===== config.mk =====
export PLATFORM = sky130hd
export DESIGN_NAME = tga_rle_pixel_decoder_top
export DESIGN_NICKNAME = d
export VERILOG_FILES = /design/src/sv/trd_pkg.sv /design/src/sv/tga_rle_pixel_decoder_top.sv /design/src/sv/trd_queue.sv /design/src/sv/trd_front.sv /design/src/sv/trd_back.sv
export SDC_FILE = /design/constraint.sdc
export NUM_CORES = 2
export LEC_CHECK = 0
export BUFFER_PORTS_ARGS = -buffer_cell sky130_fd_sc_hd__buf_2
export CORE_MARGIN = 4
export CORE_UTILIZATION = 54
export CTS_CLUSTER_DIAMETER = 50
export DETAILED_ROUTE_END_ITERATION = 10
export PLACE_DENSITY = 0.76
export SETUP_SLACK_MARGIN = 0.1
export SLEW_MARGIN = 40
export SYNTH_ARGS = -nofsm -noshare
export SYNTH_HDL_FRONTEND = slang
export SYNTH_SLANG_ARGS = --single-unit

===== constraint.sdc =====
create_clock -name clk -period 10.7 [get_ports clk]
set_clock_uncertainty 0.05 [all_clocks]
set_input_delay 1.07 -clock clk [delete_from_list [all_inputs] [get_ports clk]]
set_output_delay 1.07 -clock clk [all_outputs]
set_load 0.01 [all_outputs]

===== src/sv/trd_pkg.sv =====
// types and constants shared by the tga decoder modules
`default_nettype none
package trd_pkg;

  typedef enum logic [2:0] {
    PH_HEADER,
    PH_ID_SKIP,
    PH_PACKET,
    PH_PIXEL,
    PH_DONE,
    PH_ERROR
  } phase_t;

  typedef enum logic [1:0] {
    JOB_START,
    JOB_SPAN,
    JOB_ERROR
  } job_kind_t;

  typedef struct packed {
    job_kind_t   kind;
    logic [7:0]  count;
    logic [7:0]  red;
    logic [7:0]  green;
    logic [7:0]  blue;
    logic [7:0]  alpha;
    logic        last;
    logic [15:0] width;
    logic [15:0] height;
  } job_t;

  localparam logic [4:0] HDR_ID_LEN    = 5'd0;
  localparam logic [4:0] HDR_CMAP_TYPE = 5'd1;
  localparam logic [4:0] HDR_IMG_TYPE  = 5'd2;
  localparam logic [4:0] HDR_WIDTH_LO  = 5'd12;
  localparam logic [4:0] HDR_WIDTH_HI  = 5'd13;
  localparam logic [4:0] HDR_HEIGHT_LO = 5'd14;
  localparam logic [4:0] HDR_HEIGHT_HI = 5'd15;
  localparam logic [4:0] HDR_BPP       = 5'd16;
  localparam logic [4:0] HDR_LAST      = 5'd17;

  localparam logic [7:0] IMG_TRUE_COLOR = 8'd2;
  localparam logic [7:0] IMG_RLE_COLOR  = 8'd10;
  localparam logic [7:0] CMAP_NONE      = 8'd0;
  localparam logic [7:0] BPP_24         = 8'd24;
  localparam logic [7:0] BPP_32         = 8'd32;
  localparam logic [7:0] ALPHA_OPAQUE   = 8'hff;

  localparam logic [1:0] CB_BLUE  = 2'd0;
  localparam logic [1:0] CB_GREEN = 2'd1;
  localparam logic [1:0] CB_RED   = 2'd2;
  localparam logic [1:0] CB_ALPHA = 2'd3;

  localparam logic RES_SPAN  = 1'b0;
  localparam logic RES_ERROR = 1'b1;

endpackage
`default_nettype wire


===== src/sv/tga_rle_pixel_decoder_top.sv =====
// top level of the tga byte stream decoder
`default_nettype none
// Decodes a TGA file fed one byte per transfer on data_byte (file_start marks
// byte 0 of a new file). Uncompressed (type 2) and run-length (type 10)
// true-colour images of 24 or 32 bits give one span result per pixel or run
// packet, in file order, colour as RGBA; any other format gives one error
// result. The parser takes one byte every cycle while full is low and hands jobs
// to the span generator through a QUEUE_DEPTH-entry queue; full rises only when
// that queue is full. The span generator takes a job only when its output
// register is free or being read, then walks one row at a time through every row
// end the span reaches or crosses before it takes the next job. A result waits
// in an output register while the next bytes keep flowing in.
module tga_rle_pixel_decoder_top #(
  parameter int QUEUE_DEPTH = 4
) (
  input  wire logic        clk,
  input  wire logic        rst,
  input  wire logic [7:0]  data_byte,
  input  wire logic        file_start,
  input  wire logic        push,
  output logic             full,
  output logic             empty,
  input  wire logic        pop,
  output logic             result_kind,
  output logic [15:0]      start_row,
  output logic [15:0]      start_column,
  output logic [7:0]       pixel_count,
  output logic [7:0]       red,
  output logic [7:0]       green,
  output logic [7:0]       blue,
  output logic [7:0]       alpha,
  output logic [15:0]      image_width,
  output logic [15:0]      image_height,
  output logic             last_span
);

  logic          in_fire;
  logic          job_push;
  trd_pkg::job_t job_in;
  trd_pkg::job_t job_out;
  logic          q_full;
  logic          q_valid;
  logic          job_take;
  logic          out_valid;

  assign in_fire = push && !full;
  assign full    = q_full;
  assign empty   = !out_valid;

  trd_front u_front (
    .clk        (clk),
    .rst        (rst),
    .in_fire    (in_fire),
    .data_byte  (data_byte),
    .file_start (file_start),
    .job_push   (job_push),
    .job        (job_in)
  );

  trd_queue #(
    .DEPTH (QUEUE_DEPTH)
  ) u_queue (
    .clk     (clk),
    .rst     (rst),
    .wr_en   (job_push),
    .wr_job  (job_in),
    .q_full  (q_full),
    .rd_en   (job_take),
    .rd_job  (job_out),
    .q_valid (q_valid)
  );

  trd_back u_back (
    .clk          (clk),
    .rst          (rst),
    .job          (job_out),
    .job_valid    (q_valid),
    .job_take     (job_take),
    .pop          (pop),
    .out_valid    (out_valid),
    .result_kind  (result_kind),
    .start_row    (start_row),
    .start_column (start_column),
    .pixel_count  (pixel_count),
    .red          (red),
    .green        (green),
    .blue         (blue),
    .alpha        (alpha),
    .image_width  (image_width),
    .image_height (image_height),
    .last_span    (last_span)
  );

endmodule
`default_nettype wire


===== src/sv/trd_queue.sv =====
// short job queue between the byte parser and the span generator
`default_nettype none
module trd_queue #(
  parameter int DEPTH = 4
) (
  input  wire logic          clk,
  input  wire logic          rst,
  input  wire logic          wr_en,
  input  wire trd_pkg::job_t wr_job,
  output logic               q_full,
  input  wire logic          rd_en,
  output trd_pkg::job_t      rd_job,
  output logic               q_valid
);

  localparam int IDX_W = (DEPTH > 1) ? $clog2(DEPTH) : 1;
  localparam int CNT_W = $clog2(DEPTH + 1);

  trd_pkg::job_t     slots [DEPTH];
  logic [IDX_W-1:0]  wr_ptr;
  logic [IDX_W-1:0]  rd_ptr;
  logic [CNT_W-1:0]  fill;

  assign q_full  = (fill == CNT_W'(DEPTH));
  assign q_valid = (fill != '0);
  assign rd_job  = slots[rd_ptr];

  always_ff @(posedge clk) begin
    if (wr_en) begin
      slots[wr_ptr] <= wr_job;
    end
  end

  always_ff @(posedge clk) begin
    if (rst) begin
      wr_ptr <= '0;
      rd_ptr <= '0;
      fill   <= '0;
    end else begin
      if (wr_en) begin
        wr_ptr <= (wr_ptr == IDX_W'(DEPTH - 1)) ? '0 : wr_ptr + 1'b1;
      end
      if (rd_en) begin
        rd_ptr <= (rd_ptr == IDX_W'(DEPTH - 1)) ? '0 : rd_ptr + 1'b1;
      end
      if (wr_en && !rd_en) begin
        fill <= fill + 1'b1;
      end else if (rd_en && !wr_en) begin
        fill <= fill - 1'b1;
      end
    end
  end

`ifndef ASSERT_OFF
  a_no_overflow: assert property (@(posedge clk) disable iff (rst)
    wr_en |-> (!q_full || rd_en)) else $error("queue written while full");
  a_no_underflow: assert property (@(posedge clk) disable iff (rst)
    rd_en |-> q_valid) else $error("queue read while empty");
  a_fill_bound: assert property (@(posedge clk) disable iff (rst)
    fill <= CNT_W'(DEPTH)) else $error("queue fill out of range");
`endif

endmodule
`default_nettype wire


===== src/sv/trd_front.sv =====
// byte parser: header, id skip, packet headers and pixel assembly
`default_nettype none
module trd_front (
  input  wire logic          clk,
  input  wire logic          rst,
  input  wire logic          in_fire,
  input  wire logic [7:0]    data_byte,
  input  wire logic          file_start,
  output logic               job_push,
  output trd_pkg::job_t      job
);

  trd_pkg::phase_t phase, phase_next, cur_phase;
  logic [4:0]  header_index;
  logic [4:0]  cur_hidx;
  logic [7:0]  id_skip_left;
  logic [7:0]  color_map_kind;
  logic [7:0]  image_kind;
  logic [7:0]  bits_per_pixel;
  logic [15:0] width_reg;
  logic [15:0] height_reg;
  logic [31:0] pixels_left;
  logic        packet_is_run;
  logic [7:0]  packet_left;
  logic [1:0]  color_byte_index;
  logic [7:0]  blue_hold;
  logic [7:0]  green_hold;
  logic [7:0]  red_hold;

  logic        header_done;
  logic        fmt_ok;
  logic        dims_zero;
  logic        is_rle;
  logic        pix_complete;
  logic [7:0]  raw_count;
  logic [7:0]  span_count;
  logic [31:0] pixels_after;
  logic [7:0]  packet_after;
  trd_pkg::phase_t data_phase;

  // a marked first byte restarts the header parse
  assign cur_phase   = file_start ? trd_pkg::PH_HEADER : phase;
  assign cur_hidx    = file_start ? 5'd0 : header_index;
  assign header_done = (cur_hidx == trd_pkg::HDR_LAST);
  assign is_rle      = (image_kind == trd_pkg::IMG_RLE_COLOR);
  assign data_phase  = is_rle ? trd_pkg::PH_PACKET : trd_pkg::PH_PIXEL;
  assign fmt_ok = ((image_kind == trd_pkg::IMG_TRUE_COLOR) || is_rle) &&
                  (color_map_kind == trd_pkg::CMAP_NONE) &&
                  ((bits_per_pixel == trd_pkg::BPP_24) ||
                   (bits_per_pixel == trd_pkg::BPP_32));
  assign dims_zero = (width_reg == 16'd0) || (height_reg == 16'd0);

  assign pix_complete = ((bits_per_pixel == trd_pkg::BPP_24) &&
                         (color_byte_index == trd_pkg::CB_RED)) ||
                        (color_byte_index == trd_pkg::CB_ALPHA);
  assign raw_count  = (is_rle && packet_is_run) ? packet_left : 8'd1;
  assign span_count = (pixels_left < {24'd0, raw_count}) ? pixels_left[7:0] : raw_count;
  assign pixels_after = pixels_left - {24'd0, span_count};
  assign packet_after = (is_rle && packet_is_run) ? 8'd0 :
                        (is_rle ? packet_left - 8'd1 : packet_left);

  always_comb begin
    phase_next = cur_phase;
    unique case (cur_phase)
      trd_pkg::PH_HEADER: begin
        if (header_done) begin
          if (!fmt_ok) begin
            phase_next = trd_pkg::PH_ERROR;
          end else if (dims_zero) begin
            phase_next = trd_pkg::PH_DONE;
          end else if (id_skip_left != 8'd0) begin
            phase_next = trd_pkg::PH_ID_SKIP;
          end else begin
            phase_next = data_phase;
          end
        end
      end
      trd_pkg::PH_ID_SKIP: begin
        if (id_skip_left == 8'd1) begin
          phase_next = data_phase;
        end
      end
      trd_pkg::PH_PACKET: phase_next = trd_pkg::PH_PIXEL;
      trd_pkg::PH_PIXEL: begin
        if (pix_complete) begin
          if (pixels_after == 32'd0) begin
            phase_next = trd_pkg::PH_DONE;
          end else if (is_rle && packet_after == 8'd0) begin
            phase_next = trd_pkg::PH_PACKET;
          end
        end
      end
      trd_pkg::PH_DONE:  phase_next = trd_pkg::PH_DONE;
      trd_pkg::PH_ERROR: phase_next = trd_pkg::PH_ERROR;
      default:           phase_next = trd_pkg::PH_HEADER;
    endcase
  end

  always_comb begin
    job_push = 1'b0;
    job      = '0;
    job.width  = width_reg;
    job.height = height_reg;
    if (in_fire && cur_phase == trd_pkg::PH_HEADER && header_done) begin
      job_push = !fmt_ok || !dims_zero;
      job.kind = fmt_ok ? trd_pkg::JOB_START : trd_pkg::JOB_ERROR;
    end else if (in_fire && cur_phase == trd_pkg::PH_PIXEL && pix_complete) begin
      job_push  = 1'b1;
      job.kind  = trd_pkg::JOB_SPAN;
      job.count = span_count;
      job.blue  = blue_hold;
      job.green = green_hold;
      job.red   = (color_byte_index == trd_pkg::CB_RED) ? data_byte : red_hold;
      job.alpha = (bits_per_pixel == trd_pkg::BPP_24) ? trd_pkg::ALPHA_OPAQUE : data_byte;
      job.last  = (pixels_after == 32'd0);
    end
  end

  always_ff @(posedge clk) begin
    if (rst) begin
      phase            <= trd_pkg::PH_HEADER;
      header_index     <= 5'd0;
      id_skip_left     <= 8'd0;
      color_map_kind   <= 8'd0;
      image_kind       <= 8'd0;
      bits_per_pixel   <= 8'd0;
      width_reg        <= 16'd0;
      height_reg       <= 16'd0;
      pixels_left      <= 32'd0;
      packet_is_run    <= 1'b0;
      packet_left      <= 8'd0;
      color_byte_index <= 2'd0;
    end else if (in_fire) begin
      phase <= phase_next;
      unique case (cur_phase)
        trd_pkg::PH_HEADER: begin
          header_index <= header_done ? 5'd0 : cur_hidx + 5'd1;
          priority case (cur_hidx)
            trd_pkg::HDR_ID_LEN:    id_skip_left      <= data_byte;
            trd_pkg::HDR_CMAP_TYPE: color_map_kind    <= data_byte;
            trd_pkg::HDR_IMG_TYPE:  image_kind        <= data_byte;
            trd_pkg::HDR_WIDTH_LO:  width_reg[7:0]    <= data_byte;
            trd_pkg::HDR_WIDTH_HI:  width_reg[15:8]   <= data_byte;
            trd_pkg::HDR_HEIGHT_LO: height_reg[7:0]   <= data_byte;
            trd_pkg::HDR_HEIGHT_HI: height_reg[15:8]  <= data_byte;
            trd_pkg::HDR_BPP:       bits_per_pixel    <= data_byte;
            default: ;
          endcase
          if (header_done) begin
            pixels_left      <= {16'd0, width_reg} * {16'd0, height_reg};
            packet_left      <= 8'd0;
            packet_is_run    <= 1'b0;
            color_byte_index <= 2'd0;
          end
        end
        trd_pkg::PH_ID_SKIP: id_skip_left <= id_skip_left - 8'd1;
        trd_pkg::PH_PACKET: begin
          packet_is_run    <= data_byte[7];
          packet_left      <= {1'b0, data_byte[6:0]} + 8'd1;
          color_byte_index <= 2'd0;
        end
        trd_pkg::PH_PIXEL: begin
          if (pix_complete) begin
            color_byte_index <= 2'd0;
            packet_left      <= packet_after;
            pixels_left      <= pixels_after;
          end else begin
            color_byte_index <= color_byte_index + 2'd1;
          end
        end
        default: ;
      endcase
    end
  end

  // colour holding registers need no reset
  always_ff @(posedge clk) begin
    if (in_fire && cur_phase == trd_pkg::PH_PIXEL) begin
      unique case (color_byte_index)
        trd_pkg::CB_BLUE:  blue_hold  <= data_byte;
        trd_pkg::CB_GREEN: green_hold <= data_byte;
        trd_pkg::CB_RED:   red_hold   <= data_byte;
        default: ;
      endcase
    end
  end

`ifndef ASSERT_OFF
  a_span_nonempty: assert property (@(posedge clk) disable iff (rst)
    (job_push && job.kind == trd_pkg::JOB_SPAN) |-> (job.count != 8'd0))
    else $error("span job with zero count");
  a_pixel_has_work: assert property (@(posedge clk) disable iff (rst)
    (phase == trd_pkg::PH_PIXEL) |-> (pixels_left != 32'd0))
    else $error("pixel phase with no pixels left");
  a_last_ends: assert property (@(posedge clk) disable iff (rst)
    (job_push && job.kind == trd_pkg::JOB_SPAN && job.last && !file_start)
      |=> (phase == trd_pkg::PH_DONE))
    else $error("last span did not end the image");
`endif

endmodule
`default_nettype wire


===== src/sv/trd_back.sv =====
// span generator: tracks row and column and drives the result register
`default_nettype none
module trd_back (
  input  wire logic          clk,
  input  wire logic          rst,
  input  wire trd_pkg::job_t job,
  input  wire logic          job_valid,
  output logic               job_take,
  input  wire logic          pop,
  output logic               out_valid,
  output logic               result_kind,
  output logic [15:0]        start_row,
  output logic [15:0]        start_column,
  output logic [7:0]         pixel_count,
  output logic [7:0]         red,
  output logic [7:0]         green,
  output logic [7:0]         blue,
  output logic [7:0]         alpha,
  output logic [15:0]        image_width,
  output logic [15:0]        image_height,
  output logic               last_span
);

  logic        busy;
  logic [16:0] acc;
  logic [15:0] cur_row;
  logic [15:0] cur_col;
  logic [15:0] width_reg;
  logic [15:0] height_reg;
  logic        out_fire;
  logic [16:0] sum;

  assign out_fire = pop && out_valid;
  assign job_take = job_valid && !busy && (!out_valid || out_fire);
  assign sum      = {1'b0, cur_col} + {9'd0, job.count};

  always_ff @(posedge clk) begin
    if (rst) begin
      busy      <= 1'b0;
      out_valid <= 1'b0;
    end else begin
      if (out_fire) begin
        out_valid <= 1'b0;
      end
      if (busy) begin
        // one row crossing per cycle for spans that reach or cross the row end
        if (acc >= {1'b0, width_reg}) begin
          acc     <= acc - {1'b0, width_reg};
          cur_row <= cur_row - 16'd1;
        end else begin
          cur_col <= acc[15:0];
          busy    <= 1'b0;
        end
      end else if (job_take) begin
        unique case (job.kind)
          trd_pkg::JOB_START: begin
            width_reg  <= job.width;
            height_reg <= job.height;
            cur_row    <= job.height - 16'd1;
            cur_col    <= 16'd0;
          end
          trd_pkg::JOB_SPAN: begin
            out_valid    <= 1'b1;
            result_kind  <= trd_pkg::RES_SPAN;
            start_row    <= cur_row;
            start_column <= cur_col;
            pixel_count  <= job.count;
            red          <= job.red;
            green        <= job.green;
            blue         <= job.blue;
            alpha        <= job.alpha;
            image_width  <= width_reg;
            image_height <= height_reg;
            last_span    <= job.last;
            if (width_reg != 16'd0) begin
              if (sum < {1'b0, width_reg}) begin
                cur_col <= sum[15:0];
              end else begin
                acc     <= sum - {1'b0, width_reg};
                cur_row <= cur_row - 16'd1;
                busy    <= 1'b1;
              end
            end
          end
          trd_pkg::JOB_ERROR: begin
            out_valid    <= 1'b1;
            result_kind  <= trd_pkg::RES_ERROR;
            start_row    <= 16'd0;
            start_column <= 16'd0;
            pixel_count  <= 8'd0;
            red          <= 8'd0;
            green        <= 8'd0;
            blue         <= 8'd0;
            alpha        <= 8'd0;
            image_width  <= job.width;
            image_height <= job.height;
            last_span    <= 1'b0;
          end
          default: ;
        endcase
      end
    end
  end

`ifndef ASSERT_OFF
  a_busy_width: assert property (@(posedge clk) disable iff (rst)
    busy |-> (width_reg != 16'd0)) else $error("row walk with zero width");
  a_error_fields: assert property (@(posedge clk) disable iff (rst)
    (out_valid && result_kind == trd_pkg::RES_ERROR) |-> (pixel_count == 8'd0 && !last_span))
    else $error("error result carries span fields");
  a_span_count: assert property (@(posedge clk) disable iff (rst)
    (out_valid && result_kind == trd_pkg::RES_SPAN) |-> (pixel_count != 8'd0))
    else $error("span result with zero count");
`endif

endmodule
`default_nettype wire


==> results.md <==
* Clk pin slew, worst setup/hold paths at 60 ps
* Hold Slack at between 400 and 500 ps
* Residual DRC at 0
* HP Class: flop to flop
* Critical Path Source: u_front.width_reg[7]
* DR pass1 iterations at 6
* Area of the core at 0.0689 mm2
* Fin crit period at about 7200 ps
* Commonest non-fill, non-tap cell in the layout: edfxtp_1
* I/O pin count at about 120
* Port Buffer Count at between 100 and 150
* Syn-to-layout area delta at 10.6%
* Distinct cells, synth at 79
* Synthesized instance count at 3,303
* Global-route wire length before repair at approximately 140,000 um
* DR vias at around 26,000
* Reg2reg start: u_front.width_reg[7]
* Async SR Flop Fraction at 0%
* Status: complete, no violations
* Initial core utilization at 54.7%
* R2R Setup Slk at about 3500 ps
* WL final at about 90,000 um
* Core Util, Final at 60.5%
* Number of flops mapped to enable cells by yosys at ~500
* Critical Path AT at ~7700 ps
* Max FFs per register at 300
* Synth Net Count at about 3,700
* Worst-Margin Slew at slightly below 900 ps
* Post-DRT Antenna Nets at 0
* Relative slew margins at approximately 40%
* Mean post-synth cell area at 11.4 um2
* Fin Setup TNS at 0 ps
* Max-Cap Viols at 0
* Hold path startpoint: u_front.header_index[0]
* Hpwl dp at just over 60,000 um
* Synth area leaders: edfxtp_1 (41%), fa_1 (11%), dfxtp_1 (6.7%), ha_1 (6.1%), mux4_2 (4.1%)
* YS warnings at 0
* Largest net degree at the start of global routing at around 90
* Predominant post-synthesis flop cell: edfxtp_1
* R2R depth at 21
* Gr usage total at a little under a quarter
* DR vias/cell at 5.89
* Worst-skew pair later-pin latency at slightly above 600 ps
* Fillers at about 5,300
* Peak VDD IR at between 0.1 and 0.15 mV
* Layout Nets at ~3,700
* Biggest registers after layout: u_queue.slots (300), u_front.pixels_left (32), u_back.acc (17)
* Max-slew violation count at 0
* Clk buf depth at 3
* Crit path max fanout at 22
* Largest Register: u_queue.slots
* Setup-failing EPs final at 0
* Worst r2r dst: u_front.pixels_left[28]
* # hold bufs at CTS at 0
* Clk root buf: clkbuf_16
* Fmax at 0.139 GHz
* Routed length per instance at 20.2 um
* Setup CP Type: flop to flop
* Row count at 96
* Height of the die at approximately 270 um
* Share of cells above drive strength 1 at approximately 12%
* Area leader, netlist: edfxtp_1
* H-Tree Depth at 3
* Grt ovf at 0
* Synthesized area at roughly 0.038 mm2
* CTS tree: done
* Unrepaired setup endpoints after global routing: false
* Final Hold Viols at 0
* Synth top area share at 40.7%
* Startpoint Class: flop
* Diodes inserted at 0
* Commonest cells after routing, fill and taps aside: edfxtp_1 (511), nand2_1 (352), inv_1 (297)
* Power per Cell Area at 127 mW/mm2
* Leak pwr at 16.0 nW
* Synthesis-stage register bit count at 637
* Req. time, crit path at between 10,000 and 15,000 ps
* CTS Buf Count at 73
* Hold Crit Endpoint: u_front.header_index[0]
* Crit end category: flop
* Die W at 272 um
* Final Cycle Share at about two thirds
* Clock sink count at approximately 640
* Antenna violations before repair at 0
* Full die area at approximately 0.074 mm2
* Vias in the first global route at ~25,000
* PostCTS Resize Cnt at 0
* Post-CTS Setup Inserts at 0
* RD Place Congestion at about 0.93
* DRT iter0 DRCs at roughly 2,500
* Sequential area share after synthesis at between 40 and 50%
* Hold path depth at 2
per-layer routing:
layer	track usage (%)	share of wire, %	routed length (um)	vias to the layer above
li1	-	-	-	11785
met1	33.1	42	36800	12566
met2	38.1	47	41300	1038
met3	3.96	7.8	6900	197
met4	7.83	3.3	2910	0
met5	0	0	0	-
stage by stage:
stage               area [um2]  std cells  setup WS, ps  total power, mW
finish                   41700       4345          3480             5.28
global route             41700       4345          3180             5.43
floorplan                37700       3303          3620             2.74
global placement         39100       4208          3630             2.76
CTS                      41700       4345          3500             5.31
detailed placement       39100       4209          3560             2.76
cell type report:
cell class,instances,area [um2],share of cell area [%]
Clock buffer,85,1920,4.61
Clock inverter,51,618,1.48
Inverter,297,1110,2.67
Multi-Input combinational cell,2192,18100,43.5
Sequential cell,637,17900,42.9
Tap cell,931,1160,2.79
Timing Repair Buffer,152,867,2.08
worst max-delay path, cell delays in order, from the launching register on:
cell and delay (ps):
dfxtp_1 850, nand2_1 170, fa_1 580, inv_1 50, fa_1 500, inv_1 60
fa_1 530, inv_1 70, fa_1 570, inv_1 70, fa_1 530, inv_1 50
fa_1 410, ha_1 340, a21oi_1 290, o21ai_0 120, a221oi_1 340, o311ai_1 240
o31ai_1 590, o211ai_1 150, a31o_2 260, a311oi_1 260
cells by family after synthesis:
group | Yosys count | synth area share (%)
AO/OA/AOI/OAI | 499 | 8.44
XOR/XNOR | 103 | 2.39
adder cells (fa/ha/maj) | 382 | 16.6
buffers and inverters | 474 | 4.74
flip-flops | 637 | 47.4
multiplexers | 146 | 6.55
AND/OR/NAND/NOR | 1062 | 13.9
Yosys cell counts, drive strengths merged (5+ instances only):
master,n
edfxtp,511
nand2,352
inv,297
nor2,204
fa,199
ha,183
clkbuf,163
a21oi,145
dfxtp,126
o21ai,121
and2,103
nor2b,83
mux4,75
xnor2,66
nor3,65
nand3,51
and3,42
nor4,39
xor2,37
mux2i,36
mux2,35
nand2b,30
a211oi,29
or3,24
a22o,20
nand4,20
a21o,17
a31oi,17
a22oi,16
o211ai,16
o21a,15
buf,14
a221oi,11
nor3b,11
o22ai,10
or2,10
o21bai,9
o31ai,9
or4,7
nand3b,6
o31a,6
a211o,5
a311oi,5
o2111ai,5
report_power, final:
group	switching, mW	internal, mW
clock network	1.05	1.52
registers	0.00449	2.64
logic	0.0460	0.0160
total	1.10	4.17
worst max path at each step:
stage	end	cells past startpoint
4_1_cts	u_front.pixels_left[28]	21
6_report	u_front.pixels_left[28]	21
3_5_place_dp	u_front.pixels_left[28]	21
5_1_grt	u_front.pixels_left[28]	21
2_1_floorplan	u_back.cur_col[0]	20
3_3_place_gp	u_front.pixels_left[28]	20
Power figures use the tool's default switching activity.
